===== src/hdl/assert_macros.svh =====
// Assertion helpers shared by the date pipeline.
// Every check is sampled on the rising clock edge and is off while reset is high.
`ifndef ASSERT_MACROS_SVH
`define ASSERT_MACROS_SVH

// Plain property that must hold on every sampled edge.
`define ASSERT_ALWAYS(label, prop, msg) \
   label: assert property (@(posedge clock) disable iff (reset) (prop)) else $error(msg);

// Implication checked in the same cycle.
`define ASSERT_IMPL(label, ante, cons, msg) \
   label: assert property (@(posedge clock) disable iff (reset) (ante) |-> (cons)) \
      else $error(msg);

`endif


===== src/hdl/sda_pkg.sv =====
`timescale 1ns / 1ps

package sda_pkg;

   localparam int SER_WIDTH   = 17;
   localparam int AMT_WIDTH   = 18;
   localparam int SPAN_WIDTH  = 9;
   localparam int DOY_WIDTH   = 9;
   localparam int TIDX_WIDTH  = 12;
   localparam int DAY_WIDTH   = 5;
   localparam int MONTH_WIDTH = 4;
   localparam int YEAR_WIDTH  = 12;
   localparam int SUM_WIDTH   = 22;
   localparam int TSUM_WIDTH  = 20;

   localparam int REQ_DATA_WIDTH = 40;
   localparam int RSP_DATA_WIDTH = 40;

   localparam logic [1:0] CMD_DAYS   = 2'd0;
   localparam logic [1:0] CMD_WEEKS  = 2'd1;
   localparam logic [1:0] CMD_MONTHS = 2'd2;
   localparam logic [1:0] CMD_YEARS  = 2'd3;

   localparam logic [SER_WIDTH-1:0]  SER_MIN        = 17'd367;
   localparam logic [SER_WIDTH-1:0]  SER_MAX        = 17'd109574;
   localparam logic [SER_WIDTH-1:0]  DAYS_PER_YEAR  = 17'd365;
   localparam logic [YEAR_WIDTH-1:0] YEAR_EPOCH     = 12'd1900;
   localparam int                    MONTHS_PER_YEAR = 12;

   // Year offsets from the epoch that are legal for a result (1901..2199).
   localparam int SPAN_MIN = 1;
   localparam int SPAN_MAX = 299;
   // Month index span*12 + month-1 for the same range.
   localparam int MONTH_INDEX_MIN = 12;
   localparam int MONTH_INDEX_MAX = 3599;

   // floor(s/365) = (s * RECIP_365) >> RECIP_365_SHIFT for all 17-bit s.
   localparam logic [17:0] RECIP_365       = 18'd183860;
   localparam int          RECIP_365_SHIFT = 26;
   // floor(t/12) = (t * RECIP_12) >> RECIP_12_SHIFT for all 12-bit t.
   localparam logic [13:0] RECIP_12        = 14'd5462;
   localparam int          RECIP_12_SHIFT  = 16;

   localparam int SPLIT_STAGES = 4;
   localparam int SHIFT_STAGES = 2;

   typedef struct packed {
      logic [1:0]                   cmd;
      logic signed [AMT_WIDTH-1:0]  amt;
      logic [SER_WIDTH-1:0]         ser;
      logic                         err;
      logic [SPAN_WIDTH-1:0]        span;
      logic [SER_WIDTH-1:0]         base;
      logic [DOY_WIDTH-1:0]         doy;
      logic [TIDX_WIDTH-1:0]        tidx;
      logic [DAY_WIDTH-1:0]         day;
      logic [MONTH_WIDTH-1:0]       month;
      logic                         leap;
   } item_type;

   typedef struct packed {
      logic [SER_WIDTH-1:0]   serial;
      logic [DAY_WIDTH-1:0]   day;
      logic [MONTH_WIDTH-1:0] month;
      logic [YEAR_WIDTH-1:0]  year;
      logic                   eom;
      logic                   err;
   } result_type;

   // Leap rule for year 1900+span: 1900 counts as leap, 2100 and 2200 do not.
   function automatic logic is_leap_span(input logic [SPAN_WIDTH-1:0] span);
      return (span[1:0] == 2'b00) && (span != 9'd200) && (span != 9'd300);
   endfunction

   // Serial of Dec 31 of the year before 1900+span.
   function automatic logic [SER_WIDTH-1:0] year_base(input logic [SPAN_WIDTH-1:0] span);
      logic [SER_WIDTH-1:0] days;
      logic [SER_WIDTH-1:0] leaps;
      days  = SER_WIDTH'(span) * DAYS_PER_YEAR;
      leaps = SER_WIDTH'(({1'b0, span} + 10'd3) >> 2);
      if (span > 9'd200) begin
         leaps = leaps - 17'd1;
      end
      return days + leaps;
   endfunction

   function automatic logic [DAY_WIDTH-1:0] month_len(input logic [MONTH_WIDTH-1:0] m,
                                                      input logic leap);
      logic [DAY_WIDTH-1:0] len;
      case (m)
         4'd2: begin
            len = leap ? 5'd29 : 5'd28;
         end
         4'd4, 4'd6, 4'd9, 4'd11: begin
            len = 5'd30;
         end
         default: begin
            len = 5'd31;
         end
      endcase
      return len;
   endfunction

   function automatic logic [DOY_WIDTH-1:0] month_start(input logic [MONTH_WIDTH-1:0] m,
                                                        input logic leap);
      logic [DOY_WIDTH-1:0] start;
      case (m)
         4'd2:    start = 9'd31;
         4'd3:    start = 9'd59;
         4'd4:    start = 9'd90;
         4'd5:    start = 9'd120;
         4'd6:    start = 9'd151;
         4'd7:    start = 9'd181;
         4'd8:    start = 9'd212;
         4'd9:    start = 9'd243;
         4'd10:   start = 9'd273;
         4'd11:   start = 9'd304;
         4'd12:   start = 9'd334;
         default: start = 9'd0;
      endcase
      if (leap && (m > 4'd2)) begin
         start = start + 9'd1;
      end
      return start;
   endfunction

endpackage


===== src/hdl/serial_date_advance_unit.sv =====
`timescale 1ns / 1ps
// Channel  Dir  tdata (low bit up)                                   tuser
// req_     in   start_serial[16:0] amount[34:17] zero[39:35]         command[1:0]
// rsp_     out  result_serial[16:0] day_of_month[21:17]              range_error[0]
//               month_number[25:22] year_number[37:26]
//               end_of_month[38] zero[39]
//
// One word may enter every cycle while the result side keeps rsp_tready high; each word
// passes through the nine register stages in order: range/step, year quotient, year base,
// day of year, month, month/year step, month split, day clamp, output register.
// Reset is synchronous and clears only the stage valid bits.
// A stall on rsp_tready backs up stage by stage; empty stages keep taking words,
// so req_tready stays high until every stage holds a word.
module serial_date_advance_unit import sda_pkg::*; (
   input  logic                      clock,
   input  logic                      reset,
   input  logic                      req_tvalid,
   output logic                      req_tready,
   input  logic [REQ_DATA_WIDTH-1:0] req_tdata,   // start_serial, amount, zero pad
   input  logic [1:0]                req_tuser,   // command
   output logic                      rsp_tvalid,
   input  logic                      rsp_tready,
   output logic [RSP_DATA_WIDTH-1:0] rsp_tdata,   // result_serial, day_of_month,
                                                  // month_number, year_number,
                                                  // end_of_month, zero pad
   output logic [0:0]                rsp_tuser    // range_error
);

   logic [SER_WIDTH-1:0]        req_start;
   logic signed [AMT_WIDTH-1:0] req_amount;
   logic [1:0]                  req_command;
   logic signed [SUM_WIDTH-1:0] step_days;
   logic signed [SUM_WIDTH-1:0] target_sum;
   logic                        start_bad;
   logic                        target_bad;

   logic     entry_valid_ff;
   item_type entry_ff;
   item_type entry_in;
   logic     entry_ready;

   logic     split_in_ready;
   logic     split_valid;
   item_type split_item;
   logic     shift_in_ready;
   logic     shift_valid;
   item_type shift_item;
   logic     compose_in_ready;
   result_type result;

   // Unpack the request word.
   assign req_start   = req_tdata[SER_WIDTH-1:0];
   assign req_amount  = $signed(req_tdata[SER_WIDTH +: AMT_WIDTH]);
   assign req_command = req_tuser;

   // Entry stage: check the start, and for day or week steps move the serial here
   // so the split stage decodes the target date instead of the start date.
   always_comb begin
      if (req_command == CMD_WEEKS) begin
         step_days = (SUM_WIDTH'(req_amount) <<< 3) - SUM_WIDTH'(req_amount);
      end else begin
         step_days = SUM_WIDTH'(req_amount);
      end
      target_sum = $signed({5'b0, req_start}) + step_days;
      start_bad  = (req_start < SER_MIN) || (req_start > SER_MAX);
      target_bad = (target_sum < $signed({5'b0, SER_MIN}))
                || (target_sum > $signed({5'b0, SER_MAX}));

      entry_in     = '0;
      entry_in.cmd = req_command;
      entry_in.amt = req_amount;
      if (req_command == CMD_DAYS || req_command == CMD_WEEKS) begin
         entry_in.ser = target_sum[SER_WIDTH-1:0];
         entry_in.err = start_bad || target_bad;
      end else begin
         entry_in.ser = req_start;
         entry_in.err = start_bad;
      end
   end

   // Hold the entry word while the split stage is full.
   assign entry_ready = !entry_valid_ff || split_in_ready;
   assign req_tready  = entry_ready;

   always_ff @(posedge clock) begin
      if (reset) begin
         entry_valid_ff <= 1'b0;
      end else if (entry_ready) begin
         entry_valid_ff <= req_tvalid;
      end
   end

   always_ff @(posedge clock) begin
      if (entry_ready) begin
         entry_ff <= entry_in;
      end
   end

   sda_split u_split (
      .clock     (clock),
      .reset     (reset),
      .in_valid  (entry_valid_ff),
      .in_ready  (split_in_ready),
      .in_item   (entry_ff),
      .out_valid (split_valid),
      .out_ready (shift_in_ready),
      .out_item  (split_item)
   );

   sda_shift u_shift (
      .clock     (clock),
      .reset     (reset),
      .in_valid  (split_valid),
      .in_ready  (shift_in_ready),
      .in_item   (split_item),
      .out_valid (shift_valid),
      .out_ready (compose_in_ready),
      .out_item  (shift_item)
   );

   sda_compose u_compose (
      .clock      (clock),
      .reset      (reset),
      .in_valid   (shift_valid),
      .in_ready   (compose_in_ready),
      .in_item    (shift_item),
      .out_valid  (rsp_tvalid),
      .out_ready  (rsp_tready),
      .out_result (result)
   );

   // Pack the response word; fields already read zero on a range error.
   assign rsp_tdata = {1'b0, result.eom, result.year, result.month, result.day, result.serial};
   assign rsp_tuser = result.err;

endmodule


===== src/hdl/sda_split.sv =====
`timescale 1ns / 1ps

// Serial to year / day-of-year / month / day, four stages.
module sda_split import sda_pkg::*; (
   input  logic     clock,
   input  logic     reset,
   input  logic     in_valid,
   output logic     in_ready,
   input  item_type in_item,
   output logic     out_valid,
   input  logic     out_ready,
   output item_type out_item
);

   logic [SPLIT_STAGES-1:0] valid_ff;
   logic [SPLIT_STAGES-1:0] valid_in;
   logic [SPLIT_STAGES-1:0] stage_ready;
   item_type                item_ff [SPLIT_STAGES];
   item_type                item_in [SPLIT_STAGES];

   logic [34:0]            quo_prod;
   logic [MONTH_WIDTH-1:0] month_sel;

   always_comb begin
      stage_ready[SPLIT_STAGES-1] = !valid_ff[SPLIT_STAGES-1] || out_ready;
      for (int k = SPLIT_STAGES - 2; k >= 0; k--) begin
         stage_ready[k] = !valid_ff[k] || stage_ready[k+1];
      end
   end

   assign valid_in  = {valid_ff[SPLIT_STAGES-2:0], in_valid};
   assign in_ready  = stage_ready[0];
   assign out_valid = valid_ff[SPLIT_STAGES-1];
   assign out_item  = item_ff[SPLIT_STAGES-1];

   always_comb begin
      // year offset estimate: serial / 365
      item_in[0]      = in_item;
      quo_prod        = 35'(in_item.ser) * 35'(RECIP_365);
      item_in[0].span = quo_prod[RECIP_365_SHIFT +: SPAN_WIDTH];

      item_in[1]      = item_ff[0];
      item_in[1].base = year_base(item_ff[0].span);

      // estimate is one high when the serial lands on or before Dec 31 of the prior year
      item_in[2] = item_ff[1];
      if (item_ff[1].ser <= item_ff[1].base) begin
         item_in[2].span = item_ff[1].span - 9'd1;
         item_in[2].doy  = DOY_WIDTH'(item_ff[1].ser - item_ff[1].base + DAYS_PER_YEAR
                                     + SER_WIDTH'(is_leap_span(item_in[2].span)));
      end else begin
         item_in[2].doy  = DOY_WIDTH'(item_ff[1].ser - item_ff[1].base);
      end
      item_in[2].leap = is_leap_span(item_in[2].span);

      item_in[3] = item_ff[2];
      month_sel  = 4'd1;
      for (int k = 2; k <= MONTHS_PER_YEAR; k++) begin
         if (item_ff[2].doy > month_start(MONTH_WIDTH'(k), item_ff[2].leap)) begin
            month_sel = MONTH_WIDTH'(k);
         end
      end
      item_in[3].month = month_sel;
      item_in[3].day   = DAY_WIDTH'(item_ff[2].doy - month_start(month_sel, item_ff[2].leap));
   end

   always_ff @(posedge clock) begin
      if (reset) begin
         valid_ff <= '0;
      end else begin
         for (int k = 0; k < SPLIT_STAGES; k++) begin
            if (stage_ready[k]) begin
               valid_ff[k] <= valid_in[k];
            end
         end
      end
   end

   always_ff @(posedge clock) begin
      for (int k = 0; k < SPLIT_STAGES; k++) begin
         if (stage_ready[k]) begin
            item_ff[k] <= item_in[k];
         end
      end
   end

endmodule


===== src/hdl/sda_shift.sv =====
`timescale 1ns / 1ps

// Month and year stepping with range check, two stages.
module sda_shift import sda_pkg::*; (
   input  logic     clock,
   input  logic     reset,
   input  logic     in_valid,
   output logic     in_ready,
   input  item_type in_item,
   output logic     out_valid,
   input  logic     out_ready,
   output item_type out_item
);

   logic [SHIFT_STAGES-1:0] valid_ff;
   logic [SHIFT_STAGES-1:0] valid_in;
   logic [SHIFT_STAGES-1:0] stage_ready;
   item_type                item_ff [SHIFT_STAGES];
   item_type                item_in [SHIFT_STAGES];

   logic [12:0]                  month_base;
   logic signed [TSUM_WIDTH-1:0] month_index;
   logic signed [TSUM_WIDTH-1:0] year_index;
   logic [25:0]                  div_prod;
   logic [SPAN_WIDTH-1:0]        div_quo;

   always_comb begin
      stage_ready[SHIFT_STAGES-1] = !valid_ff[SHIFT_STAGES-1] || out_ready;
      for (int k = SHIFT_STAGES - 2; k >= 0; k--) begin
         stage_ready[k] = !valid_ff[k] || stage_ready[k+1];
      end
   end

   assign valid_in  = {valid_ff[SHIFT_STAGES-2:0], in_valid};
   assign in_ready  = stage_ready[0];
   assign out_valid = valid_ff[SHIFT_STAGES-1];
   assign out_item  = item_ff[SHIFT_STAGES-1];

   always_comb begin
      item_in[0]  = in_item;
      month_base  = 13'(in_item.span) * 13'd12 + 13'(in_item.month) - 13'd1;
      month_index = $signed({7'b0, month_base}) + TSUM_WIDTH'(in_item.amt);
      year_index  = $signed({11'b0, in_item.span}) + TSUM_WIDTH'(in_item.amt);
      unique case (in_item.cmd)
         CMD_DAYS, CMD_WEEKS: begin
            item_in[0].tidx = '0;
         end
         CMD_MONTHS: begin
            item_in[0].tidx = month_index[TIDX_WIDTH-1:0];
            if (month_index < MONTH_INDEX_MIN || month_index > MONTH_INDEX_MAX) begin
               item_in[0].err = 1'b1;
            end
         end
         CMD_YEARS: begin
            item_in[0].tidx = year_index[TIDX_WIDTH-1:0];
            if (year_index < SPAN_MIN || year_index > SPAN_MAX) begin
               item_in[0].err = 1'b1;
            end
         end
      endcase

      // split the month index back into year offset and month; a year step takes its index as the offset
      item_in[1] = item_ff[0];
      div_prod   = 26'(item_ff[0].tidx) * 26'(RECIP_12);
      div_quo    = div_prod[RECIP_12_SHIFT +: SPAN_WIDTH];
      unique case (item_ff[0].cmd)
         CMD_DAYS, CMD_WEEKS: begin
            item_in[1].span = item_ff[0].span;
         end
         CMD_MONTHS: begin
            item_in[1].span  = div_quo;
            item_in[1].month = MONTH_WIDTH'(item_ff[0].tidx - TIDX_WIDTH'(div_quo) * 12'd12
                                            + 12'd1);
         end
         CMD_YEARS: begin
            item_in[1].span = item_ff[0].tidx[SPAN_WIDTH-1:0];
         end
      endcase
   end

   always_ff @(posedge clock) begin
      if (reset) begin
         valid_ff <= '0;
      end else begin
         for (int k = 0; k < SHIFT_STAGES; k++) begin
            if (stage_ready[k]) begin
               valid_ff[k] <= valid_in[k];
            end
         end
      end
   end

   always_ff @(posedge clock) begin
      for (int k = 0; k < SHIFT_STAGES; k++) begin
         if (stage_ready[k]) begin
            item_ff[k] <= item_in[k];
         end
      end
   end

endmodule


===== src/hdl/sda_compose.sv =====
`timescale 1ns / 1ps
`include "assert_macros.svh"

// Day clamp, serial rebuild and the output register.
module sda_compose import sda_pkg::*; (
   input  logic       clock,
   input  logic       reset,
   input  logic       in_valid,
   output logic       in_ready,
   input  item_type   in_item,
   output logic       out_valid,
   input  logic       out_ready,
   output result_type out_result
);

   logic       clamp_valid_ff;
   item_type   clamp_ff;
   item_type   clamp_in;
   logic       clamp_ready;
   logic       out_valid_ff;
   result_type out_ff;
   result_type out_in;
   logic       out_stage_ready;
   logic [DAY_WIDTH-1:0] clamp_len;

   logic                 err_word;
   logic                 good_word;
   logic                 clamp_held;
   logic                 out_fields_zero;
   logic                 out_date_legal;
   logic                 out_serial_legal;
   logic [DAY_WIDTH-1:0] out_month_len;

   assign out_stage_ready = !out_valid_ff || out_ready;
   assign clamp_ready     = !clamp_valid_ff || out_stage_ready;
   assign in_ready        = clamp_ready;
   assign out_valid       = out_valid_ff;
   assign out_result      = out_ff;

   always_comb begin
      clamp_in      = in_item;
      clamp_in.leap = is_leap_span(in_item.span);
      clamp_len     = month_len(in_item.month, clamp_in.leap);
      unique case (in_item.cmd)
         CMD_DAYS, CMD_WEEKS: begin
            clamp_in.base = '0;
         end
         CMD_MONTHS: begin
            // short target month: pull the day back to its last day
            if (in_item.day > clamp_len) begin
               clamp_in.day = clamp_len;
            end
            clamp_in.base = year_base(in_item.span);
         end
         CMD_YEARS: begin
            // leap day into a common year becomes Feb 28
            if (in_item.day == 5'd29 && in_item.month == 4'd2 && !clamp_in.leap) begin
               clamp_in.day = 5'd28;
            end
            clamp_in.base = year_base(in_item.span);
         end
      endcase
   end

   always_comb begin
      out_in.day   = clamp_ff.day;
      out_in.month = clamp_ff.month;
      out_in.year  = YEAR_EPOCH + YEAR_WIDTH'(clamp_ff.span);
      out_in.eom   = clamp_ff.day == month_len(clamp_ff.month, clamp_ff.leap);
      out_in.err   = 1'b0;
      if (clamp_ff.cmd == CMD_DAYS || clamp_ff.cmd == CMD_WEEKS) begin
         out_in.serial = clamp_ff.ser;
      end else begin
         out_in.serial = clamp_ff.base
                       + SER_WIDTH'(month_start(clamp_ff.month, clamp_ff.leap))
                       + SER_WIDTH'(clamp_ff.day);
      end
      if (clamp_ff.err) begin
         out_in     = '0;
         out_in.err = 1'b1;
      end
   end

   always_ff @(posedge clock) begin
      if (reset) begin
         clamp_valid_ff <= 1'b0;
         out_valid_ff   <= 1'b0;
      end else begin
         if (clamp_ready) begin
            clamp_valid_ff <= in_valid;
         end
         if (out_stage_ready) begin
            out_valid_ff <= clamp_valid_ff;
         end
      end
   end

   always_ff @(posedge clock) begin
      if (clamp_ready) begin
         clamp_ff <= clamp_in;
      end
      if (out_stage_ready) begin
         out_ff <= out_in;
      end
   end

   // Terms for the checks below; the year field maps back to its epoch offset.
   assign err_word         = out_valid_ff && out_ff.err;
   assign good_word        = out_valid_ff && !out_ff.err;
   assign clamp_held       = clamp_valid_ff && !out_stage_ready;
   assign out_fields_zero  = (out_ff.serial == '0) && (out_ff.day == '0)
                          && (out_ff.month == '0) && (out_ff.year == '0) && !out_ff.eom;
   assign out_month_len    = month_len(out_ff.month,
                                       is_leap_span(SPAN_WIDTH'(out_ff.year - YEAR_EPOCH)));
   assign out_date_legal   = (out_ff.month >= 4'd1) && (out_ff.month <= 4'd12)
                          && (out_ff.day >= 5'd1) && (out_ff.day <= out_month_len);
   assign out_serial_legal = (out_ff.serial >= SER_MIN) && (out_ff.serial <= SER_MAX);

   `ASSERT_IMPL(a_err_clears_fields, err_word, out_fields_zero, "error word carries nonzero fields")
   `ASSERT_IMPL(a_month_day_legal, good_word, out_date_legal, "calendar fields out of range")
   `ASSERT_IMPL(a_serial_legal, good_word, out_serial_legal, "good result serial outside window")
   `ASSERT_IMPL(a_stage_flow, clamp_held, !clamp_ready, "clamp stage advanced into a stall")

endmodule


===== config.mk =====
export PLATFORM = sky130hd
export DESIGN_NAME = serial_date_advance_unit
export DESIGN_NICKNAME = d
export VERILOG_FILES = /design/src/hdl/sda_pkg.sv /design/src/hdl/serial_date_advance_unit.sv /design/src/hdl/sda_split.sv /design/src/hdl/sda_shift.sv /design/src/hdl/sda_compose.sv
export VERILOG_INCLUDE_DIRS = /design/src /design/src/hdl
export SDC_FILE = /design/constraint.sdc
export NUM_CORES = 1
export LEC_CHECK = 0
export ABC_AREA = 1
export BUFFER_PORTS_ARGS = -buffer_cell sky130_fd_sc_hd__buf_2
export CORE_ASPECT_RATIO = 1.4
export CORE_MARGIN = 4
export CORE_UTILIZATION = 32
export DETAILED_ROUTE_END_ITERATION = 10
export GPL_ROUTABILITY_DRIVEN = 0
export PLACE_DENSITY = 0.56
export SETUP_SLACK_MARGIN = 0.4
export SLEW_MARGIN = 30
export SYNTH_ARGS = -nofsm -noshare
export SYNTH_HDL_FRONTEND = slang
export SYNTH_SLANG_ARGS = --single-unit

===== constraint.sdc =====
create_clock -name clock -period 25.9 [get_ports clock]
set_clock_uncertainty 0.15 [all_clocks]
set_input_delay 5.18 -clock clock [delete_from_list [all_inputs] [get_ports clock]]
set_output_delay 5.18 -clock clock [all_outputs]
set_load 0.05 [all_outputs]

==> flow_summary.json <==
{
  "clkSlewWorstSetupHoldPaths_ns": 0.06,
  "critPathArrivalTime_ns": 10.81,
  "grt_start_max_net_pins": 67,
  "yosysTopAreaCellShare": 0.371,
  "synthFlopType": "edfxtp_1",
  "drive_above_1_share": 0.0503,
  "critical_path.max_fanout": 66,
  "worst_hold_path_type": "register to register",
  "synthCells": 3772,
  "clock_tree.root_cell": "clkbuf_16",
  "setup_violations": 0,
  "drv_cap": 0,
  "chipHeight_um": 405,
  "dp_hpwl_um": 63700,
  "cts_made_buffers": 50,
  "critical-path-top-cell-by-count": "nor2_1",
  "timing_max_transition_violations_final": 0,
  "grt_use_total": 0.131,
  "floorplan_die_area_mm2": 0.118,
  "critical_path.startpoint_type": "primary input",
  "initial_core_util": 0.323,
  "fmaxAchievable_ghz": 0.0620,
  "io_pins": 89,
  "post_cts_resized": 0,
  "wl_um": 76900,
  "postSynthRegisterBits": 463,
  "critical_path.endpoint_type": "output pin",
  "placeableCoreArea_mm2": 0.112,
  "ff_latch_area_mm2": 0.0137,
  "dr_total_vias": 24867,
  "ys_seq_area_frac": 0.381,
  "slew-limit-headroom": 0.424,
  "antenna-diode-count": 0,
  "period_minus_slack_ns": 16.14,
  "crit_path_max_incr_delay_ns": 0.62,
  "mappedNetlistArea_mm2": 0.0360,
  "h_tree_depth_reported_by_cts": 2,
  "final_cell_mix": "768 x inv_1, 610 x nand2_1, 472 x ha_1, 445 x edfxtp_1, 283 x nor2_1",
  "avgRoutedWirePerCell_um": 14.2,
  "layout_commonest_cell": "inv_1",
  "cts-root-to-sink-buffers": 3,
  "ys_async_sr_fraction": 0,
  "fin_crit_share": 0.623,
  "post_synth.cell_area_avg_um2": 9.54,
  "antenna_found_initial": 0,
  "die_width_um": 291,
  "worst-setup-path-type": "primary input to output pin",
  "finalHoldViolations": 0,
  "synth.area.top_cells": "edfxtp_1 37%, ha_1 16%, fa_1 12%",
  "synth-edff-count": 445,
  "fillers": 11182,
  "fin_nets": 4631,
  "first_global_vias": 25345,
  "globalRouteOverflowTotal": 0,
  "synth.lib_cells_used.distinct": 57,
  "worst_slew_pin_slew_ns": 0.864,
  "sequence_of_cells_on_the_critical_path": "buf_2 -> nor2_1 -> inv_2 -> nor2_1 -> inv_2 -> buf_4 -> nor2_1 -> inv_2 -> nor2_1 -> clkinv_2 -> nor2_1 -> inv_2 -> buf_4 -> nor2_1 -> inv_2 -> buf_4 -> nor2_1 -> inv_2 -> buf_4 -> nor2_2 -> nand2_2 -> buf_4 -> buf_2",
  "cts_sinks": 463,
  "grt_first_pass_wirelength_um": 126000,
  "clock_latency_ns": 0.60,
  "area.growth.synth_to_final_pct": 10.8,
  "rows": 145,
  "timing.critical_path.required_ns": 20.57,
  "yosys_warnings": 0,
  "viasPerCell": 4.60,
  "hold_bufs_at_cts": 0,
  "setup_total_negative_slack_ns": 0,
  "first_pass_iters": 7,
  "initialDrtViolationCount": 865,
  "cts_tree": "yes",
  "portBuffers": 82,
  "ant_nets": 0,
  "top_cell_type_by_total_area_after_synthesis": "edfxtp_1",
  "holdWs_ns": 0.257,
  "critical_path.slowest_cell": "buf_4",
  "outcome": "finished, final reports clean",
  "rsz0062_at_grt": "no",
  "drc": 0,
  "multi_input_comb_area_mm2": 0.0193,
  "post-cts-setup-buffer-count": 0
}
## cell type report
cell class                 count  share of cell area
sequential                   463               0.344
clock inverter                28             0.00769
clock buffer                  61              0.0335
timing repair buffer          90              0.0118
tap                         1470              0.0461
multi-input combinational   2514               0.483
inverter                     781              0.0736
## layer usage
| metal | part of all wire | track usage |
|---|---|---|
| met1 | 0.39 | 0.143 |
| met2 | 0.54 | 0.256 |
| met3 | 0.025 | 0.0136 |
| met4 | 0.046 | 0.0536 |
| met5 | 0 | 0 |
## synthesized netlist by cell type, types with 10 or more instances
cell type,number
fa_1,213
nand3b_1,10
ha_1,472
nand2_1,611
inv_1,773
nor2_1,283
nor3_1,35
edfxtp_1,445
xnor2_1,63
o22ai_1,10
a31oi_1,11
dfxtp_1,18
a21oi_1,224
xor2_1,104
o21ai_0,140
a21o_1,14
clkbuf_1,19
nand3_1,142
nand4_1,46
o211ai_1,15
o21bai_1,18
## sequential cells by signal (all words and copies together), names as in the netlist, named ones only
| name | count |
|---|---|
| u_compose.clamp_valid_ff | 1 |
| u_split.valid_ff | 4 |
| u_compose.out_valid | 1 |
| entry_ff | 38 |
| u_shift.valid_ff | 2 |
| u_shift.item_ff | 88 |
| u_compose.out_result | 40 |
| entry_valid_ff | 1 |
| u_split.item_ff | 224 |
| u_compose.clamp_ff | 55 |
## cell families (layout without fill, tap and decap cells)
group                    after synthesis  in the layout  share of synthesized area
other                                  2             15                   0.000209
multiplexers                           2              2                   0.000556
AO/OA/AOI/OAI                        484            484                     0.0750
flip-flops                           463            463                      0.381
adder cells (fa/ha/maj)              685            685                      0.283
AND/OR/NAND/NOR                     1160           1160                      0.134
XOR/XNOR                             168            168                     0.0413
buffers and inverters                808            960                     0.0848
## critical path, delay by kind of cell
kind | cells | cell delay (ns)
and+or+nand+nor | 9 | 0.88
buffers and inverters | 14 | 4.66
## path summary, 6_finish.rpt
path                               start                       to  slack (ns)  depth (start not counted)
hold / removal    u_shift.item_ff[0][61]  u_shift.item_ff[0][156]        0.26                          0
setup reg to reg     u_compose.out_valid   u_split.item_ff[0][48]       19.74                         21
setup / recovery              rsp_tready               req_tready        9.76                         23
hold reg to reg   u_shift.item_ff[0][61]  u_shift.item_ff[0][156]        0.26                          0
## stage by stage
step	worst slack (ns)	cell area (um^2)	util	cells
after global placement	9.23	38200	0.343	5318
after CTS	9.35	39900	0.357	5407
after floorplan	8.33	36000	-	3785
after global routing	9.07	39900	0.357	5407
after detailed placement	9.38	38200	0.343	5318
final	9.76	39900	0.357	5407
Power is not shown: default switching activity piles up to over one toggle a cycle in this logic, so the estimate is an artifact.
